## src/design/sacl_pkg.sv

```systemverilog
package sacl_pkg;

    // Geometry (SETS is a power of two: the set index is the low line bits)
    localparam int ADDR_W           = 64;
    localparam int LINE_OFFSET_BITS = 6;
    localparam int SETS             = 64;
    localparam int WAYS             = 8;
    localparam int SET_W            = $clog2(SETS);
    localparam int WAY_W            = $clog2(WAYS);
    localparam int LINE_W           = ADDR_W - LINE_OFFSET_BITS;
    localparam int TAG_W            = LINE_W - SET_W;
    localparam int STAMP_W          = 64;
    localparam int CNT_W            = 64;

    // Result fields
    localparam int WAY_OUT_W  = 3;
    localparam int OUT_USER_W = 2;
    localparam int OUT_RAW_W  = WAY_OUT_W + 2 * CNT_W;
    localparam int OUT_DATA_W = ((OUT_RAW_W + 7) / 8) * 8;
    localparam int OUT_PAD_W  = OUT_DATA_W - OUT_RAW_W;

    // One way of a set row: valid in the lowest bit, then tag, then stamp
    typedef struct packed {
        logic [STAMP_W-1:0] stamp;
        logic [TAG_W-1:0]   tag;
        logic               valid;
    } entry_t;

    localparam int ENTRY_W = $bits(entry_t);
    localparam int ROW_W   = WAYS * ENTRY_W;

    typedef entry_t [WAYS-1:0] row_t;

    // Outcome of the way scan
    typedef struct packed {
        logic             hit;
        logic [WAY_W-1:0] way;
    } scan_res_t;

endpackage

```

## src/design/sacl_way_scan.sv

```systemverilog
module sacl_way_scan
    import sacl_pkg::*;
(
    input  logic             clk,
    input  logic             rst_n,
    input  logic             start,
    input  logic             step,
    input  logic [WAY_W-1:0] way_idx,
    input  entry_t           entry,
    input  logic [TAG_W-1:0] ref_tag,
    output scan_res_t        res
);

    logic               hit_reg;
    logic               inv_reg;
    logic [WAY_W-1:0]   hit_way_reg;
    logic [WAY_W-1:0]   inv_way_reg;
    logic [WAY_W-1:0]   old_way_reg;
    logic [STAMP_W-1:0] old_stamp_reg;

    logic tag_match;
    logic older;

    assign tag_match = entry.valid && (entry.tag == ref_tag);
    assign older     = (way_idx == '0) || (entry.stamp < old_stamp_reg);

    // Found flags, cleared when a new lookup starts
    always_ff @(posedge clk or negedge rst_n)
    begin
        if (!rst_n)
        begin
            hit_reg <= 1'b0;
            inv_reg <= 1'b0;
        end
        else if (start)
        begin
            hit_reg <= 1'b0;
            inv_reg <= 1'b0;
        end
        else if (step)
        begin
            if (tag_match)
            begin
                hit_reg <= 1'b1;
            end
            if (!entry.valid)
            begin
                inv_reg <= 1'b1;
            end
        end
    end

    // Way trackers: matching way, first invalid way, oldest stamp
    always_ff @(posedge clk)
    begin
        if (step)
        begin
            if (tag_match && !hit_reg)
            begin
                hit_way_reg <= way_idx;
            end
            if (!entry.valid && !inv_reg)
            begin
                inv_way_reg <= way_idx;
            end
            if (older)
            begin
                old_stamp_reg <= entry.stamp;
                old_way_reg   <= way_idx;
            end
        end
    end

    assign res.hit = hit_reg;
    assign res.way = hit_reg ? hit_way_reg : (inv_reg ? inv_way_reg : old_way_reg);

endmodule

```

## config.mk

```make
export PLATFORM = sky130hd
export DESIGN_NAME = sacl_way_scan
export DESIGN_NICKNAME = d
export VERILOG_FILES = /design/src/design/sacl_pkg.sv /design/src/design/sacl_way_scan.sv
export SDC_FILE = /design/constraint.sdc
export NUM_CORES = 1
export LEC_CHECK = 0
export BUFFER_PORTS_ARGS = -buffer_cell sky130_fd_sc_hd__buf_2
export CORE_MARGIN = 5
export CORE_UTILIZATION = 25
export CTS_BUF_LIST = sky130_fd_sc_hd__clkbuf_4 sky130_fd_sc_hd__clkbuf_8
export DETAILED_ROUTE_END_ITERATION = 6
export SYNTH_ARGS = -nofsm -noshare
export SYNTH_HDL_FRONTEND = slang
export SYNTH_SLANG_ARGS = --single-unit
export TNS_END_PERCENT = 5
```

## constraint.sdc

```tcl
create_clock -name clk -period 8.4 [get_ports clk]
set_input_delay 0.84 -clock clk [delete_from_list [all_inputs] [get_ports clk]]
set_output_delay 0.84 -clock clk [all_outputs]
set_load 0.02 [all_outputs]
```

==> metrics.cfg <==
[outcome]
outcome = finished clean

[logic_synthesis]
synth_top_cells_by_area = edfxtp_1 48%, ha_1 17%, inv_1 6.7%, xor2_1 3.9%, xnor2_1 3.5%
synth.avg_cell_area_um2 = 11.2
synth_cell_types = 38
yosysTopAreaCellShare_pct = 48.3
ys_warn_count = 0
synthTopCellsByCount = 81 x inv_1, 73 x edfxtp_1, 63 x ha_1
synth_cells = 404
synth.most_common_cell = inv_1
synth_top_area_cell = edfxtp_1
ys_seq_elements = 75
synth_edf_count = 73
synthArstFlopShare_pct = 2.67
syn_nets = 643
dominantRegCellSynth = edfxtp_1
ys_seq_area_share_pct = 49.4
netlist_area_um2 = 4540

[global_routing]
grt_max_degree = 53
grt_pass1_wl_mm = 17.1
overflow = 0
grt_pass1_vias = 3667
grtUsageTotal_pct = 10.8
antenna_found_initial = 1

[timing]
final.min_clock_period_ns = 3.50
worst_pin_slew_ns = 0.716
clock-skew-final_ns = 0.00915
max_freq_ghz = 0.285
hold_viol = 0
setup_viol = 0
fin_setup_tns_ns = 0
slew_viol_final = 0
final.period_utilization_pct = 41.7
grt_setup_unrepaired = false
slew_headroom_pct = 52.3

[final_layout]
syn_to_final_growth_pct = 31.3
register_area_um2 = 2240
largest_register_ffs = 64
diodes = 0
drive_gt1_share_pct = 33.4
nets = 832
nFillCells = 1834
multiInputGateArea_um2 = 1990
fin_area_um2 = 5960

[drt]
antenna_left = 0
route.vias.total = 3568
wl_mm = 11.7
post_drt_wl_per_cell_um = 14.2
drc = 0
firstDrtPassIters = 4
drt_iter0_drc = 77
viasPerCell = 4.31

[cts]
insertion_delay_ns = 0.37
cts_setup_buffers = 0
clkSinkCount = 75
cts_tree = yes
clkTransAtPathRegs_ns = 0.08
ctsHoldBuffers = 0
cts_max_level = 3
cts_buffers = 9
clockBufferDepth = 2
root_buffer = clkbuf_8
cts_resized = 0

[die]
ios = 180
die_area_um2 = 21000
start_util_pct = 25.4
num_rows = 49
die_h_um = 145
chipWidth_um = 145
design.core.area_um2 = 17900

[placement]
portBuffers = 179
dpl_cell_area_um2 = 5720
place_congestion = 0.829
hpwl_mm = 9.72

[setup_path]
startpoint_type = input port
critical_path_class = in2reg
arrival_ns = 3.50
critPathCaptureType = register
r2r_start = old_stamp_reg[1]$_DFFE_PP_
critPathLaunch = entry[54]
cp.required_ns = 8.40
endpoint = old_stamp_reg[51]$_DFFE_PP_
r2r_setup_slack_ns = 5.12
crit_path_max_fanout = 52
r2r_cells = 9
r2r_end = old_stamp_reg[51]$_DFFE_PP_

[power]
power_density_nw_per_um2 = 164
vdd_ir_drop_max_mv = 0.124
power.leakage_nw = 2.83

[job]
max-cap-violations = 0

[hold_path]
min_path_type = in2async

==> metal layers <==
layer  vias to the layer above  global-route usage [%]  part of all wire [%]
met5                         -                       0                 0.060
met4                         2                    4.12                   1.9
met3                        16                    3.61                    12
met2                       158                    19.8                    48
met1                      1561                    11.3                    39
li1                       1831                       -                     -
==> where the power goes <==
group          leakage (nW)  internal, mW  switching (mW)
clock network         0.120         0.204           0.141
registers             0.721         0.447         0.00686
logic                  1.99        0.0842          0.0990
total                  2.83         0.734           0.246
==> kinds of logic after synthesis <==
logic type      share of synthesized area [%]
flops                                    49.4
fa+ha+maj                                17.4
compound gates                           9.39
xor+xnor                                 7.33
simple gates                             8.95
buf+inv                                  6.94
mux                                     0.661
==> layout make-up <==
| class | instances | area share (%) |
|---|---|---|
| inverters | 81 | 5.10 |
| clock inverters | 5 | 1.72 |
| flip-flops and latches | 75 | 37.6 |
| clock buffers | 11 | 2.33 |
| multi-input cells | 246 | 33.3 |
| repair buffers | 180 | 15.1 |
| well taps | 229 | 4.80 |
==> worst max-delay path, stage by stage <==
cell	delay, ns
buf_2	0.11
ha_1	0.27
a2111oi_0	0.37
a21oi_1	0.13
a221oi_1	0.25
o21ai_1	0.13
a21oi_1	0.24
o22a_2	0.45
buf_4	0.64
==> worst min path at each step <==
stage | from | endpoint | slack [ns] | cells after the start
finish | rst_n | hit_reg$_DFFE_PN0P_ | 0.24 | 1
global route | rst_n | inv_reg$_DFFE_PN0P_ | 0.20 | 1
CTS | rst_n | inv_reg$_DFFE_PN0P_ | 0.21 | 1
detailed placement | rst_n | inv_reg$_DFFE_PN0P_ | 0.63 | 1
global placement | hit_reg$_DFFE_PN0P_ | hit_reg$_DFFE_PN0P_ | 0.60 | 2
floorplan | rst_n | hit_reg$_DFFE_PN0P_ | 0.54 | 0
==> per-stage QoR <==
stage          hold WS [ns]  setup slack (ns)  std cells  util [%]  power [mW]
2_1_floorplan         0.544              4.44        404         -       0.565
3_3_place_gp          0.602              4.46        811      32.0       0.645
3_5_place_dp          0.630              4.44        811      32.0       0.648
4_1_cts               0.205              4.84        827      33.3        1.00
5_1_grt               0.198              4.59        827      33.3        1.04
6_report              0.238              4.90        827      33.3       0.981
==> placed cells by master (no fill, tap or decap), drive strengths merged, types with 11 or more instances in the layout <==
master / count
nand2: 20
xnor2: 18
xor2: 20
a21oi: 27
ha: 63
inv: 81
clkbuf: 11
nand4: 16
buf: 180
edfxtp: 73
Power figures use the tool's default switching activity.
