==> src/design/sacl_ram.sv <==
module sacl_ram #(
    parameter int WIDTH = 8,
    parameter int DEPTH = 16,
    parameter int AW    = $clog2(DEPTH)
) (
    input  logic             clk,
    input  logic             wr_en,
    input  logic [AW-1:0]    wr_addr,
    input  logic [WIDTH-1:0] wr_data,
    input  logic             rd_en,
    input  logic [AW-1:0]    rd_addr,
    output logic [WIDTH-1:0] rd_data
);

    logic [WIDTH-1:0] mem [DEPTH];
    logic [WIDTH-1:0] rd_data_reg;

    // Single write port, registered read port
    always_ff @(posedge clk)
    begin
        if (wr_en)
        begin
            mem[wr_addr] <= wr_data;
        end
        if (rd_en)
        begin
            rd_data_reg <= mem[rd_addr];
        end
    end

    assign rd_data = rd_data_reg;

endmodule

==> config.mk <==
export PLATFORM = sky130hd
export DESIGN_NAME = sacl_ram
export DESIGN_NICKNAME = d
export VERILOG_FILES = /design/src/design/sacl_ram.sv
export SDC_FILE = /design/constraint.sdc
export NUM_CORES = 1
export LEC_CHECK = 0
export ABC_AREA = 1
export BUFFER_PORTS_ARGS = -buffer_cell sky130_fd_sc_hd__buf_4
export CAP_MARGIN = 25
export CELL_PAD_IN_SITES_DETAIL_PLACEMENT = 1
export CELL_PAD_IN_SITES_GLOBAL_PLACEMENT = 1
export CORE_ASPECT_RATIO = 1.4
export CORE_MARGIN = 2
export CORE_UTILIZATION = 40
export CTS_BUF_LIST = sky130_fd_sc_hd__clkbuf_8
export CTS_CLUSTER_DIAMETER = 200
export DETAILED_ROUTE_END_ITERATION = 12
export GPL_ROUTABILITY_DRIVEN = 0
export PLACE_DENSITY_LB_ADDON = 0.08
export SLEW_MARGIN = 20
export SYNTH_ARGS = -nofsm -noshare
export SYNTH_HDL_FRONTEND = slang
export SYNTH_SLANG_ARGS = --single-unit
export TNS_END_PERCENT = 30
==> constraint.sdc <==
create_clock -name clk -period 1.26 [get_ports clk]
set_input_delay 0.126 -clock clk [delete_from_list [all_inputs] [get_ports clk]]
set_output_delay 0.126 -clock clk [all_outputs]
set_load 0.03 [all_outputs]
==> results of run 1 <==
cells by family (layout without fill, tap and decap cells):
group	count (synthesis)	in the layout	synth area share, %
simple gates	289	289	20.8
buf+inv	126	194	9.39
flops	136	136	69.8
worst paths after layout:
| kind | start | to | slack (ns) | cells past startpoint |
|---|---|---|---|---|
| max | rd_data[5] | rd_data[5] | 0.04 | 1 |
| min | wr_data[5] | mem[0][5] | 0.05 | 1 |
| max reg2reg | mem[8][0] | rd_data[0] | 0.10 | 6 |
| min reg2reg | mem[13][5] | rd_data[5] | 0.76 | 6 |
synth_stat cells:
library cell / count / area (um2)
nand3_1: 97 / 485
buf_1: 1 / 3.75
nand2_1: 173 / 649
buf_6: 6 / 67.6
buf_4: 4 / 30.0
nand3b_1: 2 / 15.0
buf_2: 13 / 65.1
edfxtp_1: 136 / 4080
inv_2: 2 / 7.51
inv_1: 100 / 375
nor2_1: 17 / 63.8
cell type report:
| cell class | instances | area share [%] |
|---|---|---|
| clock buffers | 17 | 3.40 |
| clock inverters | 15 | 2.66 |
| multi-input cells | 289 | 17.7 |
| flip-flops and latches | 136 | 59.4 |
| repair buffers | 60 | 7.86 |
| well taps | 189 | 3.44 |
| inverters | 102 | 5.57 |
power by group:
part	switching (uW)	internal (uW)	leakage, uW
clock	1680	2130	0.000206
combinational	512	256	0.00152
sequential	31.3	5090	0.00124
total	2220	7470	0.00296
metal layers:
metal  track usage (%)  routed length, um  part of all wire, %
met1              25.8               6280                   41
met2              37.4               8220                   53
met3              4.21                516                  3.3
met4              7.70                403                  2.6
met5                 0                  0                    0
stage by stage:
stage / hold slack, ns / setup WS, ns / area, um2 / instances / TNS [ns]
3_5_place_dp: 0.462 / -0.115 / 6450 / 775 / -0.610
6_report: 0.0453 / 0.0405 / 6870 / 808 / 0
2_1_floorplan: 0.225 / 0.183 / 5850 / 551 / 0
4_1_cts: 0.0240 / 0.0245 / 6870 / 808 / 0
3_3_place_gp: 0.447 / -0.117 / 6450 / 775 / -0.431
5_1_grt: 0.0343 / 0.0118 / 6870 / 808 / 0
repair_timing:
| action | CTS | global route |
|---|---|---|
| buffers inserted | 0 | 0 |
| endpoints found under the hold margin | 5 | 0 |
| hold buffers | 1 | 0 |
| setup endpoints to repair | 0 | 0 |
==> impl_metrics.py, run 1 <==
metrics = {
    "timing": {
        "tightest_slew_ns": 0.251,
        "skew_ns": 0.0130,
        "finalCritPeriodShare_pct": 96.8,
        "slew_viol_final": 0,
        "rsz0062_at_grt": "false",
        "final_hold_viol_count": 0,
        "max_freq_ghz": 0.820,
        "fin_crit_ns": 1.22,
        "setup_viol": 0,
        "slew_headroom_pct": 83.3,
    },
    "finish": {
        "fin_nets": 625,
        "fin_util_pct": 47.8,
        "multi_input_area_um2": 1210,
        "area_delta_synth_final_pct": 17.6,
        "diodes": 0,
        "largest_register_ffs": 128,
        "final_common_cell": "nand2_1",
        "seqCellArea_um2": 4080,
        "final_cell_mix": "nand2_1, edfxtp_1, inv_1",
        "drive_above_1_share_pct": 14.4,
        "fillCellCount": 1614,
    },
    "routing": {
        "vias_per_cell": 4.90,
        "ant_nets": 0,
        "drtIter0Drc": 196,
        "wl_um": 15400,
        "routed-via-count": 3956,
        "drc": 0,
        "dr.pass1.iters": 4,
        "routedWlPerCell_um": 19.1,
    },
    "clocking": {
        "cts_tree": "built",
        "ctsRootBufferMaster": "clkbuf_8",
        "clockBufferDepth": 2,
        "h-tree-depth": 4,
        "cts_sinks": 136,
        "numCtsBuffers": 17,
        "clk_transition_reported_paths_ns": 0.08,
        "clock_latency_ns": 0.44,
        "cts_resized": 0,
    },
    "global_routing": {
        "grt.total_usage_pct": 21.3,
        "grt_max_degree": 45,
        "grt_pass1_wl_um": 23800,
        "grt_pass1_vias": 4099,
        "overflow": 0,
        "antenna_found_initial": 0,
    },
    "placed_design": {
        "hpwl_um": 10300,
        "io_buffers": 26,
    },
    "power": {
        "p_total_uw": 9700,
        "p_leak_uw": 0.00296,
        "peakVddDrop_mv": 0.603,
        "power_density_nw_per_um2": 1410,
    },
    "critical_path": {
        "cp-end-kind": "output port",
        "cpMaxStageDelayCell": "edfxtp_1",
        "worstPathArrival_ns": 1.09,
        "startpoint_type": "flop",
        "path_delay_family": "flip-flops",
        "cp_num_buf_inv": 1,
        "critical_path_class": "flop to output port",
        "slowest_delay_ns": 0.45,
        "cp_data_required_time_ns": 1.13,
        "cp_cell_sequence": "buf_4",
        "crit_fanout": 1,
    },
    "logic_synthesis": {
        "yosys_register_bits": 136,
        "synth_cells": 551,
        "syn_area_um2": 5850,
        "avgSynthCellArea_um2": 10.6,
        "synth_cell_type_count": 11,
        "seq_area_frac_synth_pct": 69.8,
        "syn-num-nets": 570,
        "synth-warning-count": 0,
    },
    "run": {
        "drv_cap": 0,
    },
    "die": {
        "die_area_um2": 15600,
        "start_util_pct": 40.7,
        "rows": 52,
        "die_h_um": 147,
        "io_pins": 27,
        "die_x_um": 106,
        "core_area_um2": 14400,
    },
    "outcome": {
        "status": "finished, final reports clean",
    },
    "worst_hold_path": {
        "hold_path.class": "input port to flop",
    },
}
Power figures use the tool's default switching activity.
==> inputs of run 2 (changes only) <==
CTS_BUF_LIST = sky130_fd_sc_hd__clkbuf_4   (was sky130_fd_sc_hd__clkbuf_8)
==> impl_metrics.py, run 2 (same netlist as run 1, synthesis figures left out) <==
metrics = {
    "global_routing": {
        "grt_pass1_vias": 4182,
        "overflow": 0,
        "grt_pass1_wl_um": 24000,
        "grt.total_usage_pct": 21.5,
        "grt_max_degree": 45,
        "antenna_found_initial": 1,
    },
    "critical_path": {
        "critical_path_class": "flop to output port",
        "worstPathArrival_ns": 1.18,
        "cp_data_required_time_ns": 1.13,
        "r2r_setup_slack_ns": 0.10,
        "slowest_delay_ns": 0.49,
        "crit_fanout": 1,
        "r2r_start": "mem[9][1]",
        "reg2reg_to": "rd_data[1]",
        "startpoint_type": "flop",
        "cpMaxStageDelayCell": "edfxtp_1",
        "cp_num_buf_inv": 1,
        "cp-end-kind": "output port",
        "r2r_cells": 6,
        "path_delay_family": "flip-flops",
        "cp_cell_sequence": "buf_6",
    },
    "routing": {
        "dr.pass1.iters": 4,
        "routedWlPerCell_um": 19.0,
        "drtIter0Drc": 174,
        "vias_per_cell": 4.84,
        "wl_um": 15500,
        "routed-via-count": 3962,
        "ant_nets": 0,
        "drc": 0,
    },
    "timing": {
        "rsz0062_at_grt": "true",
        "tns_ns": -0.0501,
        "finalCritPeriodShare_pct": 104,
        "setup_viol": 1,
        "tightest_slew_ns": 0.251,
        "slew_viol_final": 0,
        "skew_ns": 0.0230,
        "slew_headroom_pct": 83.2,
        "finalWorstSetupSlack_ns": -0.0501,
        "max_freq_ghz": 0.763,
        "fin_crit_ns": 1.31,
        "final_hold_viol_count": 0,
    },
    "finish": {
        "final_common_cell": "nand2_1",
        "final_cells": 818,
        "final_cell_mix": "nand2_1, edfxtp_1, inv_1",
        "seqCellArea_um2": 4080,
        "fillCellCount": 1630,
        "largest_register_ffs": 128,
        "multi_input_area_um2": 1210,
        "area_delta_synth_final_pct": 17.8,
        "drive_above_1_share_pct": 14.2,
        "fin_nets": 634,
    },
    "power": {
        "p_leak_uw": 0.00297,
        "p_total_uw": 9040,
        "power_density_nw_per_um2": 1310,
        "peakVddDrop_mv": 0.648,
    },
    "clocking": {
        "clock_latency_ns": 0.53,
        "h-tree-depth": 4,
        "clk_transition_reported_paths_ns": 0.12,
        "cts_sinks": 136,
        "clockBufferDepth": 2,
        "numCtsBuffers": 17,
        "ctsRootBufferMaster": "clkbuf_4",
        "cts_tree": "built",
    },
    "worst_hold_path": {
        "worstHoldEndpoint": "rd_data[7]",
        "hold_depth": 5,
        "hold_path.class": "input port to flop",
        "min-delay-start": "rd_addr[1]",
    },
    "run": {
        "drv_cap": 0,
    },
    "die": {
        "core_area_um2": 14400,
        "die_h_um": 147,
        "io_pins": 27,
        "rows": 52,
        "die_x_um": 106,
        "die_area_um2": 15600,
        "start_util_pct": 40.7,
    },
    "placed_design": {
        "hpwl_um": 10300,
        "pre_cts_ws_ns": -0.115,
        "io_buffers": 26,
        "place_inst": 775,
    },
    "outcome": {
        "violations": "negative setup slack",
        "status": "finished with violations",
    },
}
run 2: how the worst max path moves through the flow:
stage          depth (start not counted)  slack [ns]       start         end
2_1_floorplan                          2        0.18  wr_addr[2]  mem[10][0]
3_3_place_gp                           8       -0.12  rd_addr[0]  rd_data[0]
3_5_place_dp                           8       -0.11  rd_addr[0]  rd_data[0]
4_1_cts                                1       -0.09  rd_data[5]  rd_data[5]
5_1_grt                                1       -0.09  rd_data[5]  rd_data[5]
6_report                               1       -0.05  rd_data[5]  rd_data[5]
run 2: metrics by stage:
step	hold WS (ns)	instance area [um2]	utilization, %
6_report	0.187	6890	47.9
5_1_grt	0.205	6890	47.9
4_1_cts	0.145	6880	47.9
3_5_place_dp	0.462	6450	44.8
3_3_place_gp	0.447	6450	44.8
2_1_floorplan	0.225	5850	-
run 2: final cells by class:
cell class	count	share of cell area (%)
flip-flops and latches	136	59.3
multi-input cells	289	17.6
repair buffers	69	9.59
inverters	102	5.56
well taps	189	3.43
clock inverters	15	2.65
clock buffers	17	1.85
diodes	1	0.0363
run 2: power breakdown:
group / internal, uW / switching (uW)
clock: 1550 / 1570
combinational: 287 / 515
sequential: 5090 / 36.0
run 2: repair_timing:
item                                    4_1_cts  5_1_grt
resized for setup                             6        2
pin swaps                                     0        0
endpoints found under the hold margin       142        0
endpoints found under the setup margin        6        8
hold buffers                                 10        0
setup buffers                                 0        0
run 2: per-layer routing:
metal	global-route usage, %	wire length [um]	vias to the layer above
met3	3.59	421	25
met2	37.7	8280	76
met5	0	0	-
met1	26.0	6390	1951
li1	-	-	1910
met4	8.95	451	0
==> inputs of run 3 (changes only) <==
--- a/config.mk
+++ b/config.mk
@@ -14,3 +14,3 @@
 export CORE_MARGIN = 2
-export CORE_UTILIZATION = 40
+export CORE_UTILIZATION = 29
 export CTS_BUF_LIST = sky130_fd_sc_hd__clkbuf_4
==> constraint.sdc (replaced) <==
create_clock -name clk -period 1.26 [get_ports clk]
set_input_delay 0.252 -clock clk [delete_from_list [all_inputs] [get_ports clk]]
set_output_delay 0.252 -clock clk [all_outputs]
set_load 0.03 [all_outputs]
==> impl_metrics.py, run 3 (same netlist as run 1, synthesis figures left out) <==
metrics = {
    "outcome": {
        "status": "finished with violations",
        "violations": "negative setup slack",
    },
    "global_routing": {
        "grt_max_degree": 28,
        "grt_pass1_vias": 4129,
        "use_met3_pct": 3.63,
        "antenna_found_initial": 3,
        "globalRouteMet2Util_pct": 28.8,
        "grt_pass1_wl_um": 24900,
        "grt.total_usage_pct": 16.6,
        "gr-usage-met1_pct": 20.7,
        "overflow": 0,
        "grt.busiest_layer": "met2",
    },
    "timing": {
        "setup_viol": 8,
        "finalWorstSetupSlack_ns": -0.166,
        "final_hold_viol_count": 0,
        "max_freq_ghz": 0.701,
        "whs_ns": 0.0547,
        "slew_viol_final": 0,
        "slew_headroom_pct": 81.7,
        "finalCritPeriodShare_pct": 113,
        "fin_crit_ns": 1.43,
        "tns_ns": -0.735,
        "tightest_slew_ns": 0.275,
        "rsz0062_at_grt": "true",
        "skew_ns": 0.0170,
    },
    "placed_design": {
        "pre_cts_ws_ns": -0.301,
        "hpwl_um": 11300,
        "io_buffers": 26,
    },
    "routing": {
        "wl_um": 16400,
        "ant_nets": 0,
        "dr.pass1.iters": 4,
        "routed-via-count": 3940,
        "drc": 0,
        "routedWlPerCell_um": 18.5,
        "drtIter0Drc": 150,
        "vias_per_cell": 4.44,
    },
    "critical_path": {
        "worstPathArrival_ns": 1.17,
        "cp_data_required_time_ns": 1.01,
        "cp.depth": 1,
        "cp-end-kind": "output port",
        "r2r_start": "mem[9][0]",
        "startpoint_type": "flop",
        "reg2reg_to": "rd_data[0]",
        "slowest_delay_ns": 0.48,
        "cp_cell_sequence": "buf_6",
        "r2r_cells": 6,
        "cpMaxStageDelayCell": "edfxtp_1",
        "cp_num_buf_inv": 1,
        "critical_path_class": "flop to output port",
        "path_delay_family": "flip-flops",
        "r2r_setup_slack_ns": 0.07,
        "crit_fanout": 1,
        "worstSetupEndpoint": "rd_data[3]",
        "startpoint": "rd_data[3]",
    },
    "clocking": {
        "cts_tree": "built",
        "h-tree-depth": 4,
        "clk_transition_reported_paths_ns": 0.12,
        "numCtsBuffers": 17,
        "clockBufferDepth": 2,
        "clock_latency_ns": 0.52,
        "cts_sinks": 136,
        "ctsRootBufferMaster": "clkbuf_4",
    },
    "die": {
        "core_area_um2": 19800,
        "die_h_um": 172,
        "start_util_pct": 29.5,
        "die_area_um2": 21300,
        "die_x_um": 124,
        "io_pins": 27,
        "rows": 61,
    },
    "finish": {
        "largest_register_ffs": 128,
        "final_cell_mix": "nand2_1, edfxtp_1, inv_1",
        "area_delta_synth_final_pct": 20.2,
        "fin_nets": 641,
        "multi_input_area_um2": 1210,
        "fillCellCount": 2256,
        "seqCellArea_um2": 4080,
        "drive_above_1_share_pct": 17.0,
        "final_common_cell": "nand2_1",
    },
    "power": {
        "power_density_nw_per_um2": 1260,
        "p_total_uw": 8840,
        "peakVddDrop_mv": 0.678,
        "p_leak_uw": 0.00301,
    },
    "run": {
        "drv_cap": 0,
    },
    "worst_hold_path": {
        "hold_path.class": "input port to flop",
    },
}
-- run 3: cell count changes in the layout (fill, tap and decap cells not counted) --
cell,change
buf_4,+11
dlygate4sd3_1,-9
buf_12,+5
clkinv_1,-3
clkinvlp_4,+3
bufinv_16,-2
clkinv_4,+1
inv_6,+1
-- run 3: layout make-up --
class,count,share of cell area (%)
flip-flops and latches,136,58.1
inverters,102,5.45
well taps,252,4.48
multi-input cells,289,17.3
clock inverters,15,2.15
diodes,1,0.0356
clock buffers,17,1.82
repair buffers,76,10.7
-- run 3: power breakdown --
group	internal, uW	switching, uW	total, uW
logic	314	523	837
registers	5090	33.1	5120
clock network	1170	1710	2880
total	6580	2260	8840
-- run 3: routing by layer --
layer,vias to the layer above,wire length [um]
met5,-,0
met3,8,406
met1,1965,7380
met2,42,8470
met4,0,157
li1,1925,-
-- run 3: timing repair --
item	CTS	global route
gates resized for setup	8	0
endpoints found under the hold margin	2	0
setup endpoints to repair	8	8
hold buffers	1	0
setup buffers	0	0
gates cloned	0	0
-- run 3: worst min path at each step --
stage	cells after the start	slack, ns	from	to
floorplan	0	0.35	wr_data[0]	mem[0][0]
global placement	1	0.60	rd_en	rd_data[2]
detailed placement	1	0.61	wr_data[1]	mem[0][1]
CTS	1	0.006	wr_data[1]	mem[3][1]
global route	1	0.01	wr_data[1]	mem[4][1]
finish	1	0.05	wr_data[1]	mem[3][1]
-- run 3: stage by stage --
stage / util (%) / instance area [um2] / cells
floorplan: - / 5850 / 551
global placement: 33.8 / 6710 / 854
detailed placement: 33.8 / 6710 / 854
CTS: 35.4 / 7030 / 887
global route: 35.4 / 7030 / 888
finish: 35.4 / 7030 / 888
